`src/design/tadh_pkg.sv`:
```
// Shared types, constants and helper functions for the targeted-attack degree histogram block.
// Used by tadh_scan_unit and targeted_attack_degree_histograms; depends on nothing else.
package tadh_pkg;

    localparam int MaxNodes  = 8;
    localparam int MaskW     = 28;
    localparam int MaskIdxW  = $clog2(MaskW);
    localparam int NodeW     = 4;
    localparam int MinNodes  = 3;
    localparam int VtxW      = $clog2(MaxNodes);
    localparam int RankW     = VtxW + 1;
    localparam int DegW      = $clog2(MaxNodes);
    localparam int SumW      = $clog2(MaxNodes * (MaxNodes - 1) + 1);
    localparam int HistBins  = 8;
    localparam int CountW    = 4;
    localparam int HistW     = HistBins * CountW;
    localparam int StageW    = 3;
    localparam int EdgeW     = 5;
    localparam int OutVtxW   = 3;
    localparam int InTdataW  = 32;
    localparam int OutTdataW = 48;

    typedef logic [MaxNodes-1:0] row_t;
    typedef row_t [MaxNodes-1:0] adj_t;

    typedef struct packed {
        logic [HistW-1:0] hist;
        logic [SumW-1:0]  sum;
        logic [RankW-1:0] rank;
        logic [VtxW-1:0]  best;
        logic [VtxW-1:0]  best_orig;
        logic [DegW-1:0]  best_deg;
    } acc_t;

    typedef enum logic [2:0] {
        StIdle = 3'b001,
        StScan = 3'b010,
        StEmit = 3'b100
    } state_t;

    function automatic logic [NodeW-1:0] clamp_nodes(input logic [NodeW-1:0] v);
        logic [NodeW-1:0] r;
        r = v;
        if (v < NodeW'(MinNodes)) begin
            r = NodeW'(MinNodes);
        end else if (v > NodeW'(MaxNodes)) begin
            r = NodeW'(MaxNodes);
        end
        return r;
    endfunction

    function automatic row_t init_alive(input logic [NodeW-1:0] n);
        row_t a;
        for (int v = 0; v < MaxNodes; v++) begin
            a[v] = (v < int'(n));
        end
        return a;
    endfunction

    function automatic adj_t build_adj(input logic [MaskW-1:0] mask,
                                       input logic [NodeW-1:0] n);
        adj_t a;
        int   p;
        a = '0;
        for (int nn = MinNodes; nn <= MaxNodes; nn++) begin
            if (int'(n) == nn) begin
                p = 0;
                for (int i = 0; i < nn; i++) begin
                    for (int j = i + 1; j < nn; j++) begin
                        if (p < MaskW) begin
                            a[i][j] = mask[p[MaskIdxW-1:0]];
                            a[j][i] = mask[p[MaskIdxW-1:0]];
                        end
                        p++;
                    end
                end
            end
        end
        return a;
    endfunction

endpackage

```
`src/design/tadh_scan_unit.sv`:
```
// Shared scan unit: folds one vertex's degree into the running histogram, edge sum and argmax.
// Depends on tadh_pkg.
module tadh_scan_unit (
    input  tadh_pkg::row_t                row,
    input  tadh_pkg::row_t                alive,
    input  logic [tadh_pkg::VtxW-1:0]     vtx,
    input  tadh_pkg::acc_t                acc_in,
    output tadh_pkg::acc_t                acc_out
);

    logic [tadh_pkg::DegW-1:0] deg;

    always_comb begin
        deg = '0;
        for (int v = 0; v < tadh_pkg::MaxNodes; v++) begin
            deg = deg + tadh_pkg::DegW'(row[v] & alive[v]);
        end
    end

    always_comb begin
        acc_out = acc_in;
        if (alive[vtx]) begin
            acc_out.sum = acc_in.sum + tadh_pkg::SumW'(deg);
            for (int b = 0; b < tadh_pkg::HistBins; b++) begin
                if (int'(deg) == b &&
                    acc_in.hist[b*tadh_pkg::CountW +: tadh_pkg::CountW] != '1) begin
                    acc_out.hist[b*tadh_pkg::CountW +: tadh_pkg::CountW] =
                        acc_in.hist[b*tadh_pkg::CountW +: tadh_pkg::CountW] + 1'b1;
                end
            end
            if (acc_in.rank == '0 || deg > acc_in.best_deg) begin
                acc_out.best      = acc_in.rank[tadh_pkg::VtxW-1:0];
                acc_out.best_orig = vtx;
                acc_out.best_deg  = deg;
            end
            acc_out.rank = acc_in.rank + 1'b1;
        end
    end

endmodule

```
`src/design/targeted_attack_degree_histograms.sv`:
```
// Top level of the targeted-attack degree histogram block: sequencer, graph state, output register.
// Depends on tadh_pkg and tadh_scan_unit.
//
// Usage: one input beat on s_* carries a graph's upper-triangle edge mask. The block then
// removes its highest-degree vertex n-1 times (n is the node count register clamped to 3..8)
// and sends one m_* beat per stage; m_tlast marks the last stage of a graph.
// The cfg_* channel writes the node count; it is always ready, and the user must see that it
// is written only while idle, as the block itself does not enforce this. Timing: the shared
// scan unit handles one vertex slot per cycle; a stage scans all n slots, then loads the output
// register and removes the vertex. s_tready stays low from the accepted beat until the graph
// is done.
// The result sits in an output register; while the receiver stalls the next stage is scanned
// and then waits until the register is taken. s_tready rises again with the last result beat.
// Reset (aresetn low, synchronous) sets the node count to 8, empties the output register and
// returns to idle with s_tready high.
module targeted_attack_degree_histograms (
    input  logic                               aclk,
    input  logic                               aresetn,
    input  logic                               cfg_valid,
    output logic                               cfg_ready,
    input  logic [tadh_pkg::NodeW-1:0]         cfg_data,    // node_count
    input  logic                               s_tvalid,
    output logic                               s_tready,
    input  logic [tadh_pkg::InTdataW-1:0]      s_tdata,     // edge_mask, zero fill
    output logic                               m_tvalid,
    input  logic                               m_tready,
    // stage, removed_vertex, max_degree, degree_histogram, residual_edges, zero fill
    output logic [tadh_pkg::OutTdataW-1:0]     m_tdata,
    output logic                               m_tlast
);

    tadh_pkg::state_t                  state_reg, state_next;
    logic [tadh_pkg::NodeW-1:0]        cfg_nodes_reg;
    logic [tadh_pkg::NodeW-1:0]        n_reg, n_next;
    tadh_pkg::adj_t                    adj_reg, adj_next;
    tadh_pkg::row_t                    alive_reg, alive_next;
    logic [tadh_pkg::VtxW-1:0]         vtx_reg, vtx_next;
    logic [tadh_pkg::StageW-1:0]       stage_reg, stage_next;
    tadh_pkg::acc_t                    acc_reg, acc_next, acc_scan;
    logic                              out_valid_reg, out_valid_next;
    logic                              out_last_reg, out_last_next;
    logic [tadh_pkg::OutTdataW-1:0]    out_data_reg, out_data_next;
    logic                              in_fire;
    logic                              out_load;
    logic                              stage_last;
    logic [tadh_pkg::NodeW-1:0]        n_in;

    tadh_scan_unit u_scan (
        .row     (adj_reg[vtx_reg]),
        .alive   (alive_reg),
        .vtx     (vtx_reg),
        .acc_in  (acc_reg),
        .acc_out (acc_scan)
    );

    assign cfg_ready  = 1'b1;
    assign s_tready   = (state_reg == tadh_pkg::StIdle);
    assign in_fire    = s_tvalid && s_tready;
    assign m_tvalid   = out_valid_reg;
    assign m_tdata    = out_data_reg;
    assign m_tlast    = out_last_reg;
    assign n_in       = tadh_pkg::clamp_nodes(cfg_nodes_reg);
    assign stage_last = (tadh_pkg::NodeW'(stage_reg) + tadh_pkg::NodeW'(2)) == n_reg;
    assign out_load   = (state_reg == tadh_pkg::StEmit) && (!out_valid_reg || m_tready);

    always_comb begin
        state_next     = state_reg;
        n_next         = n_reg;
        adj_next       = adj_reg;
        alive_next     = alive_reg;
        vtx_next       = vtx_reg;
        stage_next     = stage_reg;
        acc_next       = acc_reg;
        out_valid_next = out_valid_reg && !m_tready;
        out_last_next  = out_last_reg;
        out_data_next  = out_data_reg;
        unique case (state_reg)
            tadh_pkg::StIdle: begin
                if (in_fire) begin
                    n_next     = n_in;
                    adj_next   = tadh_pkg::build_adj(s_tdata[tadh_pkg::MaskW-1:0], n_in);
                    alive_next = tadh_pkg::init_alive(n_in);
                    vtx_next   = '0;
                    stage_next = '0;
                    acc_next   = '0;
                    state_next = tadh_pkg::StScan;
                end
            end
            tadh_pkg::StScan: begin
                acc_next = acc_scan;
                if (tadh_pkg::NodeW'(vtx_reg) == n_reg - 1'b1) begin
                    state_next = tadh_pkg::StEmit;
                end else begin
                    vtx_next = vtx_reg + 1'b1;
                end
            end
            tadh_pkg::StEmit: begin
                if (out_load) begin
                    out_valid_next = 1'b1;
                    out_last_next  = stage_last;
                    out_data_next  = {
                        {(tadh_pkg::OutTdataW - 3*tadh_pkg::OutVtxW - tadh_pkg::HistW
                          - tadh_pkg::EdgeW){1'b0}},
                        tadh_pkg::EdgeW'(acc_reg.sum >> 1),
                        acc_reg.hist,
                        tadh_pkg::OutVtxW'(acc_reg.best_deg),
                        tadh_pkg::OutVtxW'(acc_reg.best),
                        tadh_pkg::OutVtxW'(stage_reg)
                    };
                    alive_next[acc_reg.best_orig] = 1'b0;
                    stage_next = stage_reg + 1'b1;
                    vtx_next   = '0;
                    acc_next   = '0;
                    state_next = stage_last ? tadh_pkg::StIdle : tadh_pkg::StScan;
                end
            end
            default: begin
                state_next = tadh_pkg::StIdle;
            end
        endcase
    end

    always_ff @(posedge aclk) begin
        if (!aresetn) begin
            state_reg     <= tadh_pkg::StIdle;
            cfg_nodes_reg <= tadh_pkg::NodeW'(tadh_pkg::MaxNodes);
            out_valid_reg <= 1'b0;
            n_reg         <= tadh_pkg::NodeW'(tadh_pkg::MaxNodes);
            alive_reg     <= '0;
            vtx_reg       <= '0;
            stage_reg     <= '0;
        end else begin
            state_reg     <= state_next;
            out_valid_reg <= out_valid_next;
            n_reg         <= n_next;
            alive_reg     <= alive_next;
            vtx_reg       <= vtx_next;
            stage_reg     <= stage_next;
            if (cfg_valid && cfg_ready) begin
                cfg_nodes_reg <= cfg_data;
            end
        end
    end

    always_ff @(posedge aclk) begin
        adj_reg      <= adj_next;
        acc_reg      <= acc_next;
        out_last_reg <= out_last_next;
        out_data_reg <= out_data_next;
    end

    // While a graph is being processed, the number of surviving vertices matches the node count minus the stages done.
    assert property (@(posedge aclk) disable iff (!aresetn)
        (state_reg != tadh_pkg::StIdle) |->
            ($countones(alive_reg) == int'(n_reg) - int'(stage_reg)))
        else $error("alive vertex count does not match stage");

    // Loading the final stage of a graph returns the block to idle.
    assert property (@(posedge aclk) disable iff (!aresetn)
        (out_load && stage_last) |=> (s_tready && out_valid_reg && out_last_reg))
        else $error("block did not return to idle after the last stage");

    // The stage counter never passes the last stage of the current graph.
    assert property (@(posedge aclk) disable iff (!aresetn)
        (state_reg != tadh_pkg::StIdle) |->
            (tadh_pkg::NodeW'(stage_reg) + tadh_pkg::NodeW'(2) <= n_reg))
        else $error("stage counter overran the graph");

    // An accepted graph always starts a fresh scan at stage 0 and vertex slot 0.
    assert property (@(posedge aclk) disable iff (!aresetn)
        in_fire |=> (state_reg == tadh_pkg::StScan && stage_reg == '0 && vtx_reg == '0))
        else $error("graph accepted without a fresh scan");

endmodule
```
`config.mk`:
```
export PLATFORM = sky130hd
export DESIGN_NAME = targeted_attack_degree_histograms
export DESIGN_NICKNAME = d
export VERILOG_FILES = /design/src/design/tadh_pkg.sv /design/src/design/tadh_scan_unit.sv /design/src/design/targeted_attack_degree_histograms.sv
export SDC_FILE = /design/constraint.sdc
export NUM_CORES = 1
export LEC_CHECK = 0
export ABC_AREA = 1
export BUFFER_PORTS_ARGS = -buffer_cell sky130_fd_sc_hd__buf_2
export CAP_MARGIN = 10
export CELL_PAD_IN_SITES_DETAIL_PLACEMENT = 0
export CELL_PAD_IN_SITES_GLOBAL_PLACEMENT = 1
export CORE_ASPECT_RATIO = 0.8
export CORE_MARGIN = 10
export CORE_UTILIZATION = 40
export DETAILED_ROUTE_END_ITERATION = 6
export GPL_TIMING_DRIVEN = 0
export PLACE_DENSITY_LB_ADDON = 0.1
export SYNTH_ARGS = -nofsm -noshare
export SYNTH_HDL_FRONTEND = slang
export SYNTH_SLANG_ARGS = --single-unit
export TNS_END_PERCENT = 100
```
`constraint.sdc`:
```
create_clock -name aclk -period 12.1 [get_ports aclk]
set_clock_uncertainty 0.2 [all_clocks]
set_input_delay 0.605 -clock aclk [delete_from_list [all_inputs] [get_ports aclk]]
set_output_delay 0.605 -clock aclk [all_outputs]
set_load 0.01 [all_outputs]
```
==> impl_metrics.yaml <==
outcome:
  run_status: "complete, no violations"
cts:
  holdBufCountCts: 0
  post_cts_buffers: 0
  clock_latency_ps: 430
  cts.sinks: 152
  clkTransAtPathRegs_ps: 70
  post_cts_resized: 0
  htree_levels: 4
  tritoncts: "built"
  cts_inserted_buffers: 17
  cts_buffer_depth: 2
  cts-root-buf: "clkbuf_16"
die:
  num_rows: 43
  core_area_um2: 17500
  die_w_um: 170
  die_h_um: 140
  io_pins: 93
  dieArea_um2: 23800
  start_util_pct: 41.1
yosys:
  synth-warning-count: 0
  synth_top_area_share_pct: 52.5
  syn_inst: 721
  yosysTopAreaCell: "edfxtp_1"
  ys.flop_type: "edfxtp_1"
  synth-simple-area-share_pct: 16.2
  synth_top_family_by_area: "simple AND/OR/NAND/NOR gates"
  syn_area_um2: 7210
  synthAdderAreaFrac_pct: 4.86
  async_flop_share_pct: 0
  synth-edff-count: 126
  ys_seq_area_share_pct: 59.7
  synth_compound_area_share_pct: 10.7
  synth_common_cells: "nand2_1 (129), edfxtp_1 (126), inv_1 (100), nor2_1 (82), a21oi_1 (41)"
  synth-seq-cells: 152
  muxShareOfSynthArea_pct: 0
  ys_top_cells_by_area: "edfxtp_1 (52%), dfxtp_1 (7.2%), nand2_1 (6.7%)"
  yosysMostFrequentCell: "nand2_1"
  syn_avg_cell_area_um2: 10.0
  synth_xor_area_share_pct: 1.46
  ys_types: 38
finish:
  antenna_cells: 0
  area_delta_synth_final_pct: 18.7
  nNetsFinal: 891
  utilization_pct: 48.8
  fin_cells: 1063
  largest_reg_flops: 51
  layout-drive-gt1-share_pct: 18.5
timing:
  rsz0062_at_grt: "no"
  fmax_ghz: 0.173
  finalCritPeriodShare_pct: 47.7
  final.min_clock_period_ps: 5770
  slew_headroom_pct: 46.4
  slew_violations: 0
  finalSetupViolCount: 0
  setup_tns_ps: 0
  tightest_slew_ps: 803
  finalHoldViolCount: 0
pwr:
  powerDensity_nw_per_um2: 188
  p_leak_nw: 3.62
  finalPower_w: 0.00161
  power.switching_w: 0.000499
  swShare_pct: 31.0
  power_frac_clock_pct: 34.9
  seq_power_share_pct: 46.6
  power.internal_w: 0.00111
  combPwrFrac_pct: 18.5
  irDropWorstVdd_mv: 0.0912
grt:
  grt_pass1_wl_um: 29400
  antenna_found_initial: 0
  grt_pass1_vias: 5457
  grt_max_degree: 38
  grt_overflow: 0
  grt_use_total_pct: 15.7
job:
  drv_cap: 0
place:
  dp.cells: 1031
  io_buffers: 83
  post-dp-hpwl_um: 13800
  place_congestion: 0.866
drt:
  drt_first_pass_iters: 5
  antenna_left: 0
  first_iter_violations: 374
  vias_per_cell: 5.15
  drc: 0
  drt-total-wl_um: 18500
  wire_per_inst_um: 17.4
  dr_total_vias: 5474
setup_path:
  startpoint: "vtx_reg[0]"
  r2r-start: "vtx_reg[0]"
  cp.arrival_ps: 5640
  required_ps: 11970
  endpoint_kind: "register"
  worst-path-max-fanout: 10
  critPathLaunchType: "register"
  path_class: "register to register"
hold_path:
  hp-start: "s_tdata[1]"
  hold_class: "primary input to register"
logic make-up (layout without fill, tap and decap cells):
| logic type | count (synthesis) | count (layout) |
|---|---|---|
| xor gates and xnor gates | 12 | 12 |
| other | 2 | 3 |
| and+or+nand+nor | 271 | 271 |
| buffers and inverters | 129 | 245 |
| AOI/OAI and AO/OA | 130 | 130 |
| DFF | 152 | 152 |
| adders and majority gates | 25 | 25 |
per-stage QoR:
step	cell area [um2]	setup slack (ps)	hold WS, ps
detailed placement	7940	6410	221
finish	8550	6330	148
global route	8550	6080	155
global placement	7910	6440	239
CTS	8550	6340	140
floorplan	7210	7170	200
layout by cell type (no fill, tap or decap), types with 3 or more instances in the layout:
cell,netlist,final
clkbuf_16,0,17
buf_4,4,4
nor3_1,8,8
conb_1,2,3
a21oi_1,41,41
nand3_1,22,22
xnor2_1,3,3
a31oi_1,8,8
ha_1,20,20
inv_8,0,3
buf_2,3,86
clkbuf_1,12,13
o21ai_0,40,40
o211ai_1,17,17
o2111ai_1,4,4
fa_1,5,5
nor2_1,82,81
bufinv_16,0,3
o22ai_1,9,9
nor2_2,10,10
inv_2,10,10
dfxtp_1,26,26
nor3b_1,3,3
o221ai_1,5,5
nand2_2,6,6
inv_6,0,3
clkinv_4,0,3
inv_1,100,100
edfxtp_1,126,126
nand2_1,129,129
nand4_1,4,4
xor2_1,9,9
routing by layer:
layer / wire [um] / GRT usage [%]
met2: 8100 / 23.0
met4: 229 / 5.02
met3: 1060 / 4.07
met1: 9100 / 22.1
met5: 0 / 0
power groups by stage:
| stage | registers, W | logic (W) | clock network [W] |
|---|---|---|---|
| final | 0.000750 | 0.000297 | 0.000561 |
| after global routing | 0.000761 | 0.000340 | 0.000595 |
| after CTS | 0.000750 | 0.000300 | 0.000572 |
| after detailed placement | 0.000760 | 0.000297 | 0 |
| after global placement | 0.000758 | 0.000287 | 0 |
| after floorplan | 0.000738 | 0.000212 | 0 |
area by class of cell:
cell class,instances,area (um2)
Fill cell,1643,8980
Sequential cell,152,4300
Multi-Input combinational cell,441,2410
Timing Repair Buffer,84,435
Clock buffer,18,429
Inverter,110,413
Tap cell,225,282
Clock inverter,14,189
Buffer,19,90.1
final timing paths:
check / endpoint / cells past startpoint / slack [ps]
max reg2reg: acc_reg[5] / 16 / 6330
max: acc_reg[5] / 16 / 6330
min: adj_reg[16] / 1 / 150
min reg2reg: m_tdata[3] / 0 / 230
critical path: stages, from the launching register on:
cell and delay (ps):
dfxtp_1 560, inv_2 190, nand2_2 180, inv_2 140, nand2_1 70, o21ai_0 110
o311ai_1 440, fa_1 500, fa_1 540, inv_1 60, fa_1 470, ha_1 220
fa_1 640, ha_1 300, a221oi_1 280, nor2_1 80, nor2_2 410
Note: power is estimated with default switching activity, not from simulation.
